$ cat src/awlru_pkg.sv
// Shared constants, transaction types and line-cell chain types for the write cache.
package awlru_pkg;

  localparam int LINES       = 4;
  localparam int BLOCK_BYTES = 16;
  localparam int MEM_BLOCKS  = 256;

  localparam int ADDR_W = 12;
  localparam int DATA_W = 32;
  localparam int OFF_W  = $clog2(BLOCK_BYTES);
  localparam int BLK_W  = $clog2(MEM_BLOCKS);
  localparam int IDX_W  = $clog2(LINES);
  localparam int AGE_W  = IDX_W;

  typedef struct packed {
    logic [ADDR_W-1:0]        byte_address;
    logic signed [DATA_W-1:0] write_value;
  } in_item_t;

  typedef struct packed {
    logic                     hit;
    logic [IDX_W-1:0]         line_used;
    logic                     mem_write;
    logic                     mem_is_eviction;
    logic [BLK_W-1:0]         mem_block;
    logic signed [DATA_W-1:0] mem_data;
  } out_item_t;

  // Lookup results accumulated from cell to cell
  typedef struct packed {
    logic                     hit_found;
    logic [IDX_W-1:0]         hit_idx;
    logic [AGE_W-1:0]         hit_age;
    logic                     inv_found;
    logic [IDX_W-1:0]         inv_idx;
    logic [AGE_W-1:0]         vic_age;
    logic [IDX_W-1:0]         vic_idx;
    logic [BLK_W-1:0]         vic_block;
    logic signed [DATA_W-1:0] vic_word;
    logic                     vic_dirty;
  } scan_t;

  // Broadcast from the top level to every cell
  typedef struct packed {
    logic                     we;
    logic [IDX_W-1:0]         sel;
    logic [AGE_W:0]           old_age;
    logic [BLK_W-1:0]         blk;
    logic signed [DATA_W-1:0] word;
    logic                     wb_mode;
  } upd_t;

  typedef struct packed {
    logic valid;
    logic hit;
  } cell_stat_t;

  function automatic logic [BLK_W-1:0] block_of(input logic [ADDR_W-1:0] addr);
    logic [ADDR_W-1:0] shifted;
    shifted = addr >> OFF_W;
    return BLK_W'(shifted);
  endfunction

endpackage

$ cat src/awlru_cell.sv
// One cache line: tag, data, dirty mark and age, plus its step of the lookup chain.
module awlru_cell import awlru_pkg::*; (
  input  logic             clk,
  input  logic             rst_n,
  input  logic [IDX_W-1:0] cell_idx,
  input  upd_t             upd,
  input  scan_t            scan_in,
  output scan_t            scan_out,
  output cell_stat_t       stat
);

  logic                     valid_r, valid_nxt;
  logic [BLK_W-1:0]         block_r, block_nxt;
  logic                     dirty_r, dirty_nxt;
  logic signed [DATA_W-1:0] word_r, word_nxt;
  logic [AGE_W-1:0]         age_r, age_nxt;
  logic                     hit_here;

  assign hit_here   = valid_r && (block_r == upd.blk);
  assign stat.valid = valid_r;
  assign stat.hit   = hit_here;

  always_comb begin
    scan_out = scan_in;
    if (hit_here && !scan_in.hit_found) begin
      scan_out.hit_found = 1'b1;
      scan_out.hit_idx   = cell_idx;
      scan_out.hit_age   = age_r;
    end
    if (!valid_r && !scan_in.inv_found) begin
      scan_out.inv_found = 1'b1;
      scan_out.inv_idx   = cell_idx;
    end
    // oldest line wins, lowest index on ties; line 0 seeds the search
    if ((cell_idx == IDX_W'(0)) || (age_r > scan_in.vic_age)) begin
      scan_out.vic_age   = age_r;
      scan_out.vic_idx   = cell_idx;
      scan_out.vic_block = block_r;
      scan_out.vic_word  = word_r;
      scan_out.vic_dirty = dirty_r;
    end
  end

  always_comb begin
    valid_nxt = valid_r;
    block_nxt = block_r;
    dirty_nxt = dirty_r;
    word_nxt  = word_r;
    age_nxt   = age_r;
    if (upd.we) begin
      if (upd.sel == cell_idx) begin
        valid_nxt = 1'b1;
        block_nxt = upd.blk;
        dirty_nxt = upd.wb_mode;
        word_nxt  = upd.word;
        age_nxt   = '0;
      end else if (valid_r && ({1'b0, age_r} < upd.old_age)) begin
        age_nxt = AGE_W'(age_r + 1'b1);
      end
    end
  end

  always_ff @(posedge clk) begin
    if (!rst_n) begin
      valid_r <= 1'b0;
      block_r <= '0;
      dirty_r <= 1'b0;
      word_r  <= '0;
      age_r   <= '0;
    end else begin
      valid_r <= valid_nxt;
      block_r <= block_nxt;
      dirty_r <= dirty_nxt;
      word_r  <= word_nxt;
      age_r   <= age_nxt;
    end
  end

endmodule

$ cat src/assoc_write_cache_lru_core.sv
// A transaction is held in the input register, then in the result register; while the result
// side stalls it waits in the input register, and the result is shown with out_valid high.
// Throughput: one transaction per cycle while the result side keeps up; each transaction
// is looked up through the chain of line cells and written as it leaves the input register.
// Reset (synchronous, rst_n low) clears all lines, dirty marks, ages and selects
// write-through mode; the block takes transactions in the first cycle after reset.
module assoc_write_cache_lru_core import awlru_pkg::*; (
  input  logic      clk,
  input  logic      rst_n,
  input  logic      in_valid,
  output logic      in_stall,
  input  in_item_t  in_data,
  output logic      out_valid,
  input  logic      out_stall,
  output out_item_t out_data,
  input  logic      cfg_we,
  input  logic      cfg_wdata
);

  logic       mode_r;
  logic       in_full_r, in_full_nxt;
  in_item_t   in_r;
  logic       out_valid_r, out_valid_nxt;
  out_item_t  out_r, out_nxt;
  logic       fire;
  logic       in_take;

  scan_t            scan [0:LINES];
  cell_stat_t       stat [0:LINES-1];
  logic [LINES-1:0] valid_vec;
  logic [LINES-1:0] hit_vec;
  upd_t             upd;
  scan_t            res;
  logic             evict;

  assign fire    = in_full_r && (!out_valid_r || !out_stall);
  assign in_stall = in_full_r && !fire;
  assign in_take = in_valid && !in_stall;

  assign scan[0] = '0;
  assign res     = scan[LINES];

  for (genvar g = 0; g < LINES; g++) begin : g_line
    awlru_cell u_cell (
      .clk      (clk),
      .rst_n    (rst_n),
      .cell_idx (IDX_W'(g)),
      .upd      (upd),
      .scan_in  (scan[g]),
      .scan_out (scan[g+1]),
      .stat     (stat[g])
    );
    assign valid_vec[g] = stat[g].valid;
    assign hit_vec[g]   = stat[g].hit;
  end

  always_comb begin
    upd.we      = fire;
    upd.blk     = block_of(in_r.byte_address);
    upd.word    = in_r.write_value;
    upd.wb_mode = mode_r;
    if (res.hit_found) begin
      upd.sel     = res.hit_idx;
      upd.old_age = {1'b0, res.hit_age};
    end else if (res.inv_found) begin
      upd.sel     = res.inv_idx;
      upd.old_age = (AGE_W+1)'(LINES);
    end else begin
      upd.sel     = res.vic_idx;
      upd.old_age = {1'b0, res.vic_age};
    end
  end

  assign evict = !res.hit_found && !res.inv_found && mode_r && res.vic_dirty;

  always_comb begin
    out_nxt.hit       = res.hit_found;
    out_nxt.line_used = upd.sel;
    if (!mode_r) begin
      out_nxt.mem_write       = 1'b1;
      out_nxt.mem_is_eviction = 1'b0;
      out_nxt.mem_block       = upd.blk;
      out_nxt.mem_data        = in_r.write_value;
    end else if (evict) begin
      out_nxt.mem_write       = 1'b1;
      out_nxt.mem_is_eviction = 1'b1;
      out_nxt.mem_block       = res.vic_block;
      out_nxt.mem_data        = res.vic_word;
    end else begin
      out_nxt.mem_write       = 1'b0;
      out_nxt.mem_is_eviction = 1'b0;
      out_nxt.mem_block       = '0;
      out_nxt.mem_data        = '0;
    end
  end

  always_comb begin
    in_full_nxt = in_full_r;
    if (fire) begin
      in_full_nxt = 1'b0;
    end
    if (in_take) begin
      in_full_nxt = 1'b1;
    end
    out_valid_nxt = out_valid_r;
    if (out_valid_r && !out_stall) begin
      out_valid_nxt = 1'b0;
    end
    if (fire) begin
      out_valid_nxt = 1'b1;
    end
  end

  always_ff @(posedge clk) begin
    if (!rst_n) begin
      mode_r      <= 1'b0;
      in_full_r   <= 1'b0;
      out_valid_r <= 1'b0;
    end else begin
      if (cfg_we) begin
        mode_r <= cfg_wdata;
      end
      in_full_r   <= in_full_nxt;
      out_valid_r <= out_valid_nxt;
    end
  end

  always_ff @(posedge clk) begin
    if (in_take) begin
      in_r <= in_data;
    end
    if (fire) begin
      out_r <= out_nxt;
    end
  end

  assign out_valid = out_valid_r;
  assign out_data  = out_r;

`ifndef NO_ASSERTIONS
  // tags of valid lines stay distinct
  a_single_hit: assert property (@(posedge clk) disable iff (!rst_n)
    $onehot0(hit_vec))
    else $error("more than one line matches the block");

  a_result_follows: assert property (@(posedge clk) disable iff (!rst_n)
    fire |=> out_valid_r)
    else $error("processed transaction did not produce a result");

  a_sel_valid: assert property (@(posedge clk) disable iff (!rst_n)
    fire |=> valid_vec[$past(upd.sel)])
    else $error("written line is not valid afterwards");
`endif

endmodule

$ cat config.mk
export PLATFORM = sky130hd
export DESIGN_NAME = assoc_write_cache_lru_core
export DESIGN_NICKNAME = d
export VERILOG_FILES = /design/src/awlru_pkg.sv /design/src/awlru_cell.sv /design/src/assoc_write_cache_lru_core.sv
export SDC_FILE = /design/constraint.sdc
export NUM_CORES = 1
export LEC_CHECK = 0
export BUFFER_PORTS_ARGS = -buffer_cell sky130_fd_sc_hd__buf_2
export CORE_MARGIN = 4
export CORE_UTILIZATION = 62
export CTS_BUF_LIST = sky130_fd_sc_hd__clkbuf_8
export DETAILED_ROUTE_END_ITERATION = 8
export GPL_TIMING_DRIVEN = 0
export PLACE_DENSITY = 0.88
export SYNTH_ARGS = -nofsm -noshare
export SYNTH_HDL_FRONTEND = slang
export SYNTH_SLANG_ARGS = --single-unit
$ cat constraint.sdc
create_clock -name clk -period 5.98 [get_ports clk]
set_input_delay 0.598 -clock clk [delete_from_list [all_inputs] [get_ports clk]]
set_output_delay 0.598 -clock clk [all_outputs]
set_load 0.005 [all_outputs]
==> After elaboration in Yosys (flattened, before gate mapping) <==
Cells that the tools add are included.
{ "classes": {"addsub": 4, "n_mul": 0, "n_div": 0, "magnitude_cmp": 7, "n_eq_ne": 7, "n_shift": 0, "mux": 27, "bitwise_logic": 0, "reduce_logical": 52} }
{ "ops": {"columns": ["cell", "count"], "rows": [
  ["2-to-1 mux 45 bit", 3],
  ["2-to-1 mux 42 bit", 1],
  ["2-to-1 mux 40 bit", 1],
  ["equality test 8 bit", 4],
  ["2-to-1 mux 5 bit", 6],
  ["logical AND 1 bit", 21],
  ["2-to-1 mux 2 bit", 8],
  ["AND reduction 2 bit", 8],
  ["logical NOT 1 bit", 15],
  ["less-than comparator 2 x 3 -> 1 bit", 4],
  ["2-to-1 mux 3 bit", 4],
  ["nonzero test 2 bit", 6],
  ["adder 2 x 1 -> 2 bit (second input constant)", 4],
  ["greater-than comparator 2 bit", 3],
  ["equality test 2 bit (second input constant)", 2],
  ["2-to-1 mux 1 bit", 4],
  ["equality test 2 x 1 -> 1 bit (second input constant)", 1],
  ["logical NOT 2 bit", 1],
  ["logical OR 1 bit", 1]
]} }
{ "word_totals": {"register_bits": 268, "latch_bits": 0, "mem_bits_rw": 0, "romBits": 0, "out_inout_bits": 47, "word_cells": 128, "n_memories": 0} }

==> Depth between registers and ports, before layout <==
Gate-level depths: netlist of the first run.
{ "depth": {"ltp_word": 18, "ltp_mapped": 25, "depth_no_buf": 20} }

==> Cells and area by module <==
Synthesis of the first run repeated with hierarchy kept, for this count alone.
{ "hier_totals": {"cells_unflattened": 1399, "area_unflattened_um2": 13569.3} }
{ "by_module_without_submodules": {"columns": ["module", "n_inst", "cells_per_inst", "area_each_um2", "seq_area_each_um2"], "rows": [
  ["awlru_cell at g_line[1].u_cell ...", 3, 288, 2486.1, 880.8],
  ["assoc_write_cache_lru_core", 1, 246, 3659.8, 2612.5],
  ["awlru_cell at g_line[0].u_cell", 1, 289, 2451.1, 880.8]
]} }

==> Least setup slack after synthesis of the first run <==
No wires, ideal clock.
{ "synth_path": {"path_type": "flip-flop to flip-flop", "start": "reg g_line[0].u_cell.age_r[1]", "end": "reg g_line[2].u_cell.age_r[1]", "t_arrival_ns": 4.630, "required_ns": 5.907, "path_slack_ns": 1.277, "path_stages_with_launch": 24, "synth_period_minus_slack_ns": 4.703, "path_cell_list": "dfxtp_1 > inv_1 > ha_1 > nand2b_1 > o21ai_2 > mux2i_1 > inv_1 > ha_1 > nor2b_1 > or2_1 > clkbuf_1 > clkbuf_1 > clkbuf_1 > a21oi_1 > ha_1 > inv_1 > o22ai_1 > a41oi_2 > o21ai_4 > inv_4 > and4_4 > buf_6 > or4_4 > o211ai_2"} }
{ "synth_lines": {"columns": ["element", "line", "rtl"], "rows": [
  ["start, declared", "awlru_cell.sv:16", "logic [AGE_W-1:0] age_r, age_nxt;"],
  ["start signal, assigned", "awlru_cell.sv:75", "age_r <= age_nxt;"],
  ["end signal, assigned", "awlru_cell.sv:75", null],
  ["end, declared", "awlru_cell.sv:16", null]
]} }

==> Final worst setup path of the first run <==
{ "layout_path": {"start": "reg g_line[1].u_cell.age_r[1]", "end": "reg g_line[0].u_cell.block_r[1]"} }
{ "layout_via": {"elab_chain_cells": 10} }
{ "layout_lines": {"columns": ["element", "line", "rtl"], "rows": [
  ["start, declared", "awlru_cell.sv:16", null],
  ["start signal, assigned", "awlru_cell.sv:75", null],
  ["greater-than comparator 2 bit", "awlru_cell.sv:35", "if ((cell_idx == IDX_W'(0)) || (age_r > scan_in.vic_age)) begin"],
  ["2-to-1 mux 45 bit (*)", "awlru_cell.sv:35", null],
  ["greater-than comparator 2 bit", "awlru_cell.sv:35", null],
  ["2-to-1 mux 45 bit (*)", "awlru_cell.sv:35", null],
  ["greater-than comparator 2 bit", "awlru_cell.sv:35", null],
  ["2-to-1 mux 45 bit (*)", "awlru_cell.sv:35", null],
  ["2-to-1 mux 5 bit (*)", "assoc_write_cache_lru_core.sv:65", "end else if (res.inv_found) begin"],
  ["2-to-1 mux 5 bit (*)", "assoc_write_cache_lru_core.sv:62", "if (res.hit_found) begin"],
  ["logical NOT 2 bit (*)", "awlru_cell.sv:51", "if (upd.sel == cell_idx) begin"],
  ["AND reduction 2 bit (no line) (*)", null, null],
  ["end signal, assigned", "awlru_cell.sv:72", "block_r <= block_nxt;"],
  ["end, declared", "awlru_cell.sv:13", "logic [BLK_W-1:0] block_r, block_nxt;"]
]} }
Mark *: on every way between the ends. The rest lies on a longest branch, timed or not.
A chain may end at the register's enable or synchronous reset.

==> results.sh, run 1 <==
export IMPL_status="complete, no violations"
export IMPL_critPathBufInv=7
export IMPL_post_cts_setup_buffers=0
export IMPL_io_buffers=91
export IMPL_drv_cap=0
export IMPL_final_period_utilization_pct=93.5
export IMPL_register_area_um2=6140
export IMPL_setup_viol=0
export IMPL_path_delay_family="buffers and inverters"
export IMPL_arrival_ps=6020
export IMPL_die_area_um2=21900
export IMPL_cts_resized=1
export IMPL_antenna_left=0
export IMPL_core_um2=19000
export IMPL_r2r_cells=23
export IMPL_multiInputGateArea_um2=5330
export IMPL_hold_violations=0
export IMPL_synth_nets=1278
export IMPL_cp_max_fo=10
export IMPL_cellLeakagePower_uw=0.00550
export IMPL_cts_tree="done"
export IMPL_clock_fmax_ghz=0.179
export IMPL_initial_core_util_pct=64.0
export IMPL_skew_ps=18.7
export IMPL_syn_avg_cell_area_um2=9.99
export IMPL_firstDrtPassIters=5
export IMPL_fill_cells=1359
export IMPL_hp_class="in -> reg"
export IMPL_synth_area_um2=12100
export IMPL_grt_pass1_wl_um=48500
export IMPL_syn_inst=1215
export IMPL_critPathLaunchType="flop"
export IMPL_place_gp_congestion=0.953
export IMPL_clkLatencyLatePin_ps=550
export IMPL_slew_violations=0
export IMPL_mostFrequentLayoutCells="nand2_1 (187), dfxtp_1 (179), mux2i_1 (126)"
export IMPL_synth_cell_types=62
export IMPL_htreeDepth=2
export IMPL_rsz0062_at_grt="false"
export IMPL_num_vias=9627
export IMPL_hpwl_um=20100
export IMPL_overflow=0
export IMPL_yosysWarnings=0
export IMPL_fin_util_pct=72.9
export IMPL_fin_nets=1415
export IMPL_cts_root_buf="clkbuf_8"
export IMPL_drive_gt1_share_pct=15.6
export IMPL_die_height_um=148
export IMPL_p_per_area_nw_per_um2=273
export IMPL_min_path_cells=1
export IMPL_die_w_um=148
export IMPL_cts_hold_buf=0
export IMPL_crit_required_ps=6410
export IMPL_cp_slowest_stage_delay_ps=490
export IMPL_drtIter0Drc=827
export IMPL_track_usage_pct=27.3
export IMPL_grt_pass1_vias=9685
export IMPL_synth_seq_area_share_pct=50.6
export IMPL_cts_sinks=264
export IMPL_yosys_register_bits=264
export IMPL_crit_cells=23
export IMPL_wirelength_um=30200
export IMPL_antenna_found_initial=0
export IMPL_mostFrequentLayoutCell="nand2_1"
export IMPL_final_area_um2=13800
export IMPL_crit_type="reg -> reg"
export IMPL_wl_per_cell_um=18.4
export IMPL_grt_max_degree=33
export IMPL_worst_path_max_delay_cell="dfxtp_1"
export IMPL_route_detailed_drc=0
export IMPL_worst_pin_slew_ps=926
export IMPL_vias_per_cell=5.85
export IMPL_clk_pin_slew_ps=60
export IMPL_numCtsBuffers=43
export IMPL_cp_end_kind="flop"
export IMPL_period_needed_ps=5590
export IMPL_clk_path_buf_depth=3
export IMPL_ir_drop_v=0.000198
export IMPL_diodes=0
export IMPL_dpl_cell_area_um2=13000
export IMPL_path_cells="inv_1 > ha_1 > nor2_1 > o21ai_4 > mux2i_2 > inv_1 > ha_1 > nor2b_1 > or2_1 > clkbuf_2 > buf_2 > a21oi_1 > ha_1 > inv_1 > o22ai_1 > a21oi_1 > o21ba_2 > o21bai_2 > buf_6 > nand4_1 > clkbuf_2 > nand2_1 > a21boi_0"
export IMPL_io_pins=97
export IMPL_syn_to_final_growth_pct=13.8
export IMPL_relSlewSlack_pct=38.3
export IMPL_row_count=50
kinds of logic after synthesis:
logic type,count (synthesis),share of synthesized area (%)
and+or+nand+nor,377,14.8
DFF,264,50.6
AOI/OAI and AO/OA,254,14.8
buffers and inverters,148,5.72
muxes,127,10.5
xor gates and xnor gates,32,2.31
adders and majority gates,13,1.34
worst register-to-register path: cells and delay by family (launching register included):
| kind | cells | cell delay (ps) |
|---|---|---|
| compound gates | 7 | 1350 |
| fa+ha+maj | 3 | 870 |
| buf+inv | 7 | 1370 |
| flops | 1 | 490 |
| mux | 1 | 370 |
| simple gates | 5 | 1010 |
power by group:
part	leakage [uW]	switching, uW	internal [uW]	total, uW
clock	0.000494	710	778	1490
sequential	0.00226	37.9	1910	1950
combinational	0.00274	201	136	337
total	0.00550	949	2820	3770
stage by stage:
step	setup WS [ps]	std cells	hold slack (ps)	setup TNS, ps	total power [uW]
2_1_floorplan	1280	1215	443	0	2190
3_3_place_gp	-19.9	1566	450	-35.6	2300
3_5_place_dp	-152	1568	457	-3500	2310
4_1_cts	10.9	1647	200	0	3780
5_1_grt	83.9	1646	192	0	3920
6_report	389	1646	224	0	3770
final timing paths:
kind / start / to / slack [ps]
worst max-delay path: g_line[1].u_cell.age_r[1]$_SDFFE_PN0P_ / g_line[0].u_cell.block_r[1]$_SDFFE_PN0P_ / 390
worst min register to register: g_line[2].u_cell.word_r[8]$_SDFFE_PN0P_ / g_line[2].u_cell.word_r[8]$_SDFFE_PN0P_ / 460
worst min-delay path: in_data[41] / in_r[41]$_DFFE_PP_ / 220
worst max register to register: g_line[1].u_cell.age_r[1]$_SDFFE_PN0P_ / g_line[0].u_cell.block_r[1]$_SDFFE_PN0P_ / 390
layout make-up:
type                            count  area share, %
Clock inverter                     28          0.906
Tap cell                          260           2.36
Timing Repair Buffer               93           3.59
Multi-Input combinational cell    803           38.6
Inverter                           57           1.58
Clock buffer                       51           5.08
Buffer                             90           3.52
Sequential cell                   264           44.4
metal layers:
metal	vias up	wire length [um]	global-route usage, %
met5	-	0	0
li1	4514	-	-
met3	86	2600	5.55
met4	0	968	11.7
met1	4578	12500	35.4
met2	449	14200	44.7
cell usage after synthesis, drive strengths merged:
cell / instances / share of area (%)
or2: 6 / 0.33
buf: 34 / 2.2
o21ai: 2 / 0.21
nand2b: 2 / 0.10
mux2i: 127 / 10
dfxtp: 179 / 30
a21oi: 50 / 2.1
a211o: 1 / 0.072
and4: 2 / 0.16
nand3b: 1 / 0.062
o41ai: 1 / 0.072
xnor2: 32 / 2.3
or3: 1 / 0.052
nand4: 15 / 0.77
o211ai: 2 / 0.16
a21o: 3 / 0.19
o2111ai: 2 / 0.14
a32oi: 1 / 0.072
clkbuf: 57 / 1.8
a22o: 1 / 0.072
a31oi: 3 / 0.15
o21bai: 1 / 0.093
o21ba: 2 / 0.16
o31ai: 2 / 0.12
a2111oi: 2 / 0.20
a2111o: 1 / 0.093
nor2b: 87 / 4.5
a211oi: 44 / 2.8
nor3: 10 / 0.68
or4: 3 / 0.22
o311ai: 2 / 0.14
inv: 56 / 1.8
nand3: 12 / 0.49
o221ai: 1 / 0.072
o22ai: 42 / 2.2
o21a: 5 / 0.31
and3: 1 / 0.052
edfxtp: 85 / 21
a21boi: 84 / 5.2
nand2: 187 / 5.8
o22a: 1 / 0.072
ha: 13 / 1.3
clkinv: 1 / 0.031
nor2: 50 / 1.6
a41oi: 1 / 0.13
flip-flops by register name (all words and copies together), names as in the netlist:
register               flops
g_line.u_cell.age_r        8
g_line.u_cell.block_r     32
g_line.u_cell.dirty_r      4
g_line.u_cell.valid_r      4
g_line.u_cell.word_r     128
in_full_r                  1
in_r                      40
mode_r                     1
out_data                  45
out_valid                  1
Note: power is estimated with default switching activity, not from simulation.
==> run 2, diff against run 1 <==
--- a/config.mk
+++ b/config.mk
@@ -5,6 +5,7 @@
 export SDC_FILE = /design/constraint.sdc
 export NUM_CORES = 1
 export LEC_CHECK = 0
+export ABC_AREA = 1
 export BUFFER_PORTS_ARGS = -buffer_cell sky130_fd_sc_hd__buf_2
 export CORE_MARGIN = 4
 export CORE_UTILIZATION = 62
==> run 2 against run 1 <==
Cell area down 3.3%. Clock power hardly changed. Power is 15% higher. Count of clock-buffer cells in the layout fell by 1. Global-route usage increased by 4.4 points. Sequential power is essentially flat. Critical path type unchanged. Largest power group unchanged.
==> results.sh, run 2 <==
export IMPL_route_detailed_drc=0
export IMPL_synth_seq_area_share_pct=52.1
export IMPL_critPathLaunchType="flop"
export IMPL_syn_inst=1385
export IMPL_final_period_utilization_pct=87.8
export IMPL_initial_core_util_pct=63.0
export IMPL_hpwl_um=23600
export IMPL_fin_nets=1585
export IMPL_fin_tns_setup_ps=0
export IMPL_drive_gt1_share_pct=13.9
export IMPL_fill_cells=1418
export IMPL_core_um2=18700
export IMPL_cp_end_kind="flop"
export IMPL_final_area_um2=13400
export IMPL_worst_pin_slew_ps=1030
export IMPL_clock_fmax_ghz=0.191
export IMPL_cellLeakagePower_uw=0.00535
export IMPL_synth_cell_types=39
export IMPL_largest_register="g_line.u_cell.word_r"
export IMPL_num_vias=11065
export IMPL_clkLatencyLatePin_ps=540
export IMPL_cts_tree="done"
export IMPL_instances_no_fill=1789
export IMPL_dp_cells=1711
export IMPL_synth_nets=1448
export IMPL_row_count=50
export IMPL_slew_violations=0
export IMPL_track_usage_pct=31.7
export IMPL_status="complete, no violations"
export IMPL_synth_area_um2=11800
export IMPL_grt_pass1_wl_um=54900
export IMPL_syn_avg_cell_area_um2=8.51
export IMPL_io_pins=97
export IMPL_clk_path_buf_depth=3
export IMPL_dpl_cell_area_um2=12600
export IMPL_synth_common_cells="a21oi_1 (188), dfxtp_1 (179), nand2_1 (177)"
export IMPL_post_place_ws_ps=661
export IMPL_cts_sinks=264
export IMPL_rsz0062_at_grt="false"
export IMPL_relSlewSlack_pct=30.7
export IMPL_die_w_um=146
export IMPL_hp_class="in -> reg"
export IMPL_numCtsBuffers=43
export IMPL_grt_max_degree=41
export IMPL_wl_per_cell_um=19.3
export IMPL_setup_viol=0
export IMPL_period_needed_ps=5250
export IMPL_clk_pin_slew_ps=60
export IMPL_arrival_ps=5650
export IMPL_diodes=0
export IMPL_wirelength_um=34600
export IMPL_skew_ps=12.9
export IMPL_antenna_found_initial=0
export IMPL_hold_violations=0
export IMPL_synth_edf_count=85
export IMPL_yosys_area_top_type="dfxtp_1"
export IMPL_finalWorstSetupSlack_ps=732
export IMPL_cts_hold_buf=0
export IMPL_p_per_area_nw_per_um2=324
export IMPL_crit_required_ps=6380
export IMPL_drv_cap=0
export IMPL_die_area_um2=21300
export IMPL_cp_max_fo=10
export IMPL_yosys_register_bits=264
export IMPL_grt_pass1_vias=10588
export IMPL_antenna_left=0
export IMPL_firstDrtPassIters=9
export IMPL_htreeDepth=2
export IMPL_cts_root_buf="clkbuf_8"
export IMPL_largest_reg_flops=128
export IMPL_yosys_top_cells_area="dfxtp_1 (30%), edfxtp_1 (22%), a21oi_1 (8.0%)"
export IMPL_crit_type="reg -> reg"
export IMPL_place_gp_congestion=0.979
export IMPL_mostFrequentLayoutCells="a21oi_1 (188), dfxtp_1 (179), nand2_1 (177)"
export IMPL_holdWs_ps=230
export IMPL_io_buffers=91
export IMPL_vias_per_cell=6.19
export IMPL_die_height_um=146
export IMPL_yosysWarnings=0
export IMPL_synth_flop_cell="dfxtp_1"
export IMPL_syn_to_final_growth_pct=13.4
export IMPL_synth_most_common_cell="a21oi_1"
export IMPL_drtIter0Drc=1516
export IMPL_yosys_area_top_type_share_pct=30.4
export IMPL_overflow=0
export IMPL_async_flop_share_pct=0
export IMPL_ir_drop_v=0.000253
export IMPL_mostFrequentLayoutCell="a21oi_1"
==> run 2: changes by cell type in the layout (fill, tap and decap cells not counted), moves of 20 or more <==
cell,before,now
a211oi_1,43,81
a21boi_0,83,1
a21oi_1,50,188
clkbuf_1,46,66
inv_1,72,149
mux2i_1,126,0
nand3_1,12,103
nor2_1,49,124
nor2b_1,86,0
o21ai_0,0,69
o21ai_1,0,31
o22ai_1,42,4
o32ai_1,0,39
xnor2_1,32,9
==> run 2: worst max-delay path, cell delays in order, from the launching register on <==
cell and delay [ps]:
dfxtp_1 440, inv_1 110, ha_1 290, o21bai_1 220, nand2_1 170, o21ai_0 300, inv_1 90, ha_1 280
inv_1 30, o21ai_0 330, inv_1 190, nand2_1 110, a21boi_0 190, ha_1 160, inv_1 40, o21ai_2 410
inv_2 210, a31oi_1 250, o22ai_1 110, nand2_1 90, nand2_2 90, inv_4 130, nand3_2 170, clkbuf_1 350
o21ai_0 280, a21oi_1 70
==> run 2: layer usage <==
metal  wire (um)  vias up  global-route usage (%)
li1            -     5066                       -
met1       13800     5167                    42.8
met2       15700      702                    49.7
met3        3810      130                    7.47
met4        1300        0                    12.5
met5           0        -                       0
==> run 2: final cells by class <==
type	count	area (um2)	area share [%]
plain buffers	103	497	3.72
multi-input cells	877	4620	34.6
clock buffers	50	688	5.15
well taps	234	293	2.19
flip-flops and latches	264	6140	45.9
inverters	141	532	3.98
repair buffers	92	475	3.56
clock inverters	28	113	0.843
==> run 2: worst paths after layout <==
| path | slack [ps] | endpoint | startpoint | depth (start not counted) |
|---|---|---|---|---|
| max | 730 | g_line[0].u_cell.word_r[25]$_SDFFE_PN0P_ | g_line[1].u_cell.age_r[1]$_SDFFE_PN0P_ | 25 |
| min | 230 | in_r[4]$_DFFE_PP_ | in_data[4] | 1 |
| max reg2reg | 730 | g_line[0].u_cell.word_r[25]$_SDFFE_PN0P_ | g_line[1].u_cell.age_r[1]$_SDFFE_PN0P_ | 25 |
| min reg2reg | 460 | g_line[0].u_cell.word_r[12]$_SDFFE_PN0P_ | g_line[0].u_cell.word_r[12]$_SDFFE_PN0P_ | 2 |
==> run 2: per-stage QoR <==
| step | power (uW) | util (%) |
|---|---|---|
| 2_1_floorplan | 2580 | - |
| 3_3_place_gp | 2840 | 67.0 |
| 3_5_place_dp | 2860 | 67.1 |
| 4_1_cts | 4300 | 71.4 |
| 5_1_grt | 4510 | 71.4 |
| 6_report | 4330 | 71.4 |
==> run 2: timing repair <==
item                                    in CTS  in global routing
setup buffers                                0                  0
endpoints found under the setup margin       0                  1
resized for setup                            0                  1
==> run 2: where the power goes <==
part | leakage, uW | switching (uW) | internal [uW]
Sequential | 0.00227 | 38.3 | 1920
Clock | 0.000495 | 698 | 759
Combinational | 0.00259 | 642 | 267
Total | 0.00535 | 1380 | 2950
==> run 2: kinds of logic (layout without fill, tap and decap cells) <==
logic type / after synthesis / count (layout) / share of synthesized area, %
compound gates: 421 / 421 / 21.1
simple gates: 430 / 430 / 15.7
buf+inv: 244 / 414 / 8.72
xor+xnor: 13 / 13 / 0.966
fa+ha+maj: 13 / 13 / 1.38
flops: 264 / 264 / 52.1
==> run 3, diff against run 2 <==
--- a/config.mk
+++ b/config.mk
@@ -12,6 +12,7 @@
 export CTS_BUF_LIST = sky130_fd_sc_hd__clkbuf_8
 export DETAILED_ROUTE_END_ITERATION = 8
 export GPL_TIMING_DRIVEN = 0
+export MAX_ROUTING_LAYER = met4
 export PLACE_DENSITY = 0.88
 export SYNTH_ARGS = -nofsm -noshare
 export SYNTH_HDL_FRONTEND = slang
==> run 3 against run 2 <==
First-iteration DRC count fell by 6.6%. Cell area hardly changed. Count of clock-buffer cells in the layout is 4 lower. Non-clock buffer count unchanged.
==> results.sh, run 3 (same netlist as run 2, synthesis figures left out) <==
export IMPL_crit_required_ps=6410
export IMPL_critPathBufInv=8
export IMPL_min_path_cells=1
export IMPL_cp_slowest_stage_delay_ps=430
export IMPL_io_pins=97
export IMPL_route_met2_wl_um=15900
export IMPL_hpwl_um=23500
export IMPL_htreeDepth=2
export IMPL_cp_end_kind="flop"
export IMPL_grt_pass1_wl_um=54800
export IMPL_crit_cells=25
export IMPL_drv_cap=0
export IMPL_skew_ps=29.7
export IMPL_crit_path_frequent_cell="inv_1"
export IMPL_met1_length_um=13400
export IMPL_firstDrtPassIters=7
export IMPL_cts_tree="done"
export IMPL_io_buffers=91
export IMPL_clk_pin_slew_ps=60
export IMPL_final_period_utilization_pct=90.7
export IMPL_critPathLaunchType="flop"
export IMPL_arrival_ps=5860
export IMPL_initial_core_util_pct=63.0
export IMPL_cts_root_buf="clkbuf_8"
export IMPL_reg2reg_slack_ps=560
export IMPL_path_delay_family="compound AO/OA/AOI/OAI gates"
export IMPL_largest_reg_flops=128
export IMPL_syn_to_final_growth_pct=13.3
export IMPL_antenna_found_initial=1
export IMPL_die_w_um=146
export IMPL_hold_violations=0
export IMPL_hp_class="in -> reg"
export IMPL_cp_max_fo=10
export IMPL_crit_type="reg -> reg"
export IMPL_row_count=50
export IMPL_worst_pin_slew_ps=1010
export IMPL_rsz0062_at_grt="false"
export IMPL_overflow=0
export IMPL_mostFrequentLayoutCell="a21oi_1"
export IMPL_grt_pass1_vias=10837
export IMPL_period_needed_ps=5420
export IMPL_clock_fmax_ghz=0.184
export IMPL_track_usage_pct=32.5
export IMPL_vias_per_cell=6.16
export IMPL_slew_violations=0
export IMPL_fill_cells=1401
export IMPL_largest_register="g_line.u_cell.word_r"
export IMPL_met3_length_um=3820
export IMPL_r2r_cells=25
export IMPL_r2r_start="g_line[0].u_cell.age_r[1]$_SDFFE_PN0P_"
export IMPL_grt_max_degree=41
export IMPL_r2r_end="g_line[1].u_cell.block_r[1]$_SDFFE_PN0P_"
export IMPL_relSlewSlack_pct=32.2
export IMPL_mostFrequentLayoutCells="a21oi_1 (188), dfxtp_1 (179), nand2_1 (177)"
export IMPL_crit_end="g_line[1].u_cell.block_r[1]$_SDFFE_PN0P_"
export IMPL_register_area_um2=6140
export IMPL_worst_path_max_delay_cell="o21ai_2"
export IMPL_place_gp_congestion=0.984
export IMPL_crit_start="g_line[0].u_cell.age_r[1]$_SDFFE_PN0P_"
export IMPL_die_height_um=146
export IMPL_wirelength_um=34800
export IMPL_ir_drop_v=0.000223
export IMPL_p_per_area_nw_per_um2=325
export IMPL_clkLatencyLatePin_ps=570
export IMPL_final_area_um2=13300
export IMPL_fin_nets=1585
export IMPL_top_layer_used="met4"
export IMPL_setup_viol=0
export IMPL_fin_tns_setup_ps=0
export IMPL_dpl_cell_area_um2=12600
export IMPL_status="complete, no violations"
export IMPL_antenna_left=0
export IMPL_route_detailed_drc=0
export IMPL_cellLeakagePower_uw=0.00534
export IMPL_drive_gt1_share_pct=14.0
export IMPL_num_vias=11038
export IMPL_die_area_um2=21300
export IMPL_numCtsBuffers=43
export IMPL_drtIter0Drc=1416
export IMPL_core_um2=18700
export IMPL_clk_path_buf_depth=3
export IMPL_wl_per_cell_um=19.4
export IMPL_multiInputGateArea_um2=4620
export IMPL_cts_sinks=264
==> run 3: stage by stage <==
stage / power (uW) / hold slack [ps] / utilization (%) / cells / setup WS [ps]
4_1_cts: 4290 / 190 / 71.3 / 1790 / 412
5_1_grt: 4490 / 191 / 71.4 / 1791 / 174
3_3_place_gp: 2830 / 439 / 67.0 / 1710 / 639
6_report: 4330 / 198 / 71.4 / 1791 / 558
3_5_place_dp: 2870 / 447 / 67.1 / 1711 / 513
2_1_floorplan: 2580 / 430 / - / 1385 / 2000
==> run 3: final cells by class <==
class | count | share of cell area, %
tap | 234 | 2.19
antenna | 1 | 0.0187
sequential | 264 | 46.0
inverter | 141 | 3.98
multi-input combinational | 877 | 34.6
buffer | 103 | 3.72
timing repair buffer | 92 | 3.56
clock inverter | 33 | 1.18
clock buffer | 46 | 4.74
==> run 3: how the worst min path moves through the flow <==
stage | start | endpoint | slack [ps]
after global placement | g_line[0].u_cell.word_r[22]$_SDFFE_PN0P_ | g_line[0].u_cell.word_r[22]$_SDFFE_PN0P_ | 440
after floorplan | g_line[0].u_cell.dirty_r$_SDFFE_PN0P_ | g_line[0].u_cell.dirty_r$_SDFFE_PN0P_ | 430
after CTS | in_data[19] | in_r[19]$_DFFE_PP_ | 190
after global routing | in_data[18] | in_r[18]$_DFFE_PP_ | 190
after detailed placement | g_line[0].u_cell.word_r[24]$_SDFFE_PN0P_ | g_line[0].u_cell.word_r[24]$_SDFFE_PN0P_ | 450
final | in_data[19] | in_r[19]$_DFFE_PP_ | 200
==> run 3: worst register-to-register path: stages, from the launching register on <==
cell and delay, ps:
dfxtp_1 400, inv_1 120, ha_1 320, o21bai_1 240
nand2_1 120, o21ai_0 290, inv_1 110, ha_1 290
inv_1 40, o21ai_0 340, inv_1 190, nand2_1 110
a21boi_0 230, ha_1 170, inv_1 40, o21ai_2 430
inv_2 230, nor3_1 330, o21bai_2 90, nand2_2 140
inv_2 110, nor2_4 160, nand2_1 270, buf_2 300
o21ai_0 170, a21oi_1 60
==> run 3: report_power, final <==
part | internal (uW) | switching, uW | total (uW) | leakage [uW]
logic | 267 | 654 | 921 | 0.00259
registers | 1920 | 38.8 | 1960 | 0.00227
clock network | 719 | 732 | 1450 | 0.000485
total | 2910 | 1420 | 4330 | 0.00534
==> run 3: timing repair <==
action                     in CTS  in global routing
setup endpoints to repair       0                 62
buffers inserted                0                  0
hold buffers                    0                  0
gates resized for setup         0                  1
==> run 3: layer usage <==
layer / vias to the layer above / global-route usage, %
li1: 5067 / -
met1: 5103 / 41.0
met2: 716 / 50.0
met3: 152 / 7.04
met4: 0 / 15.8
met5: - / -
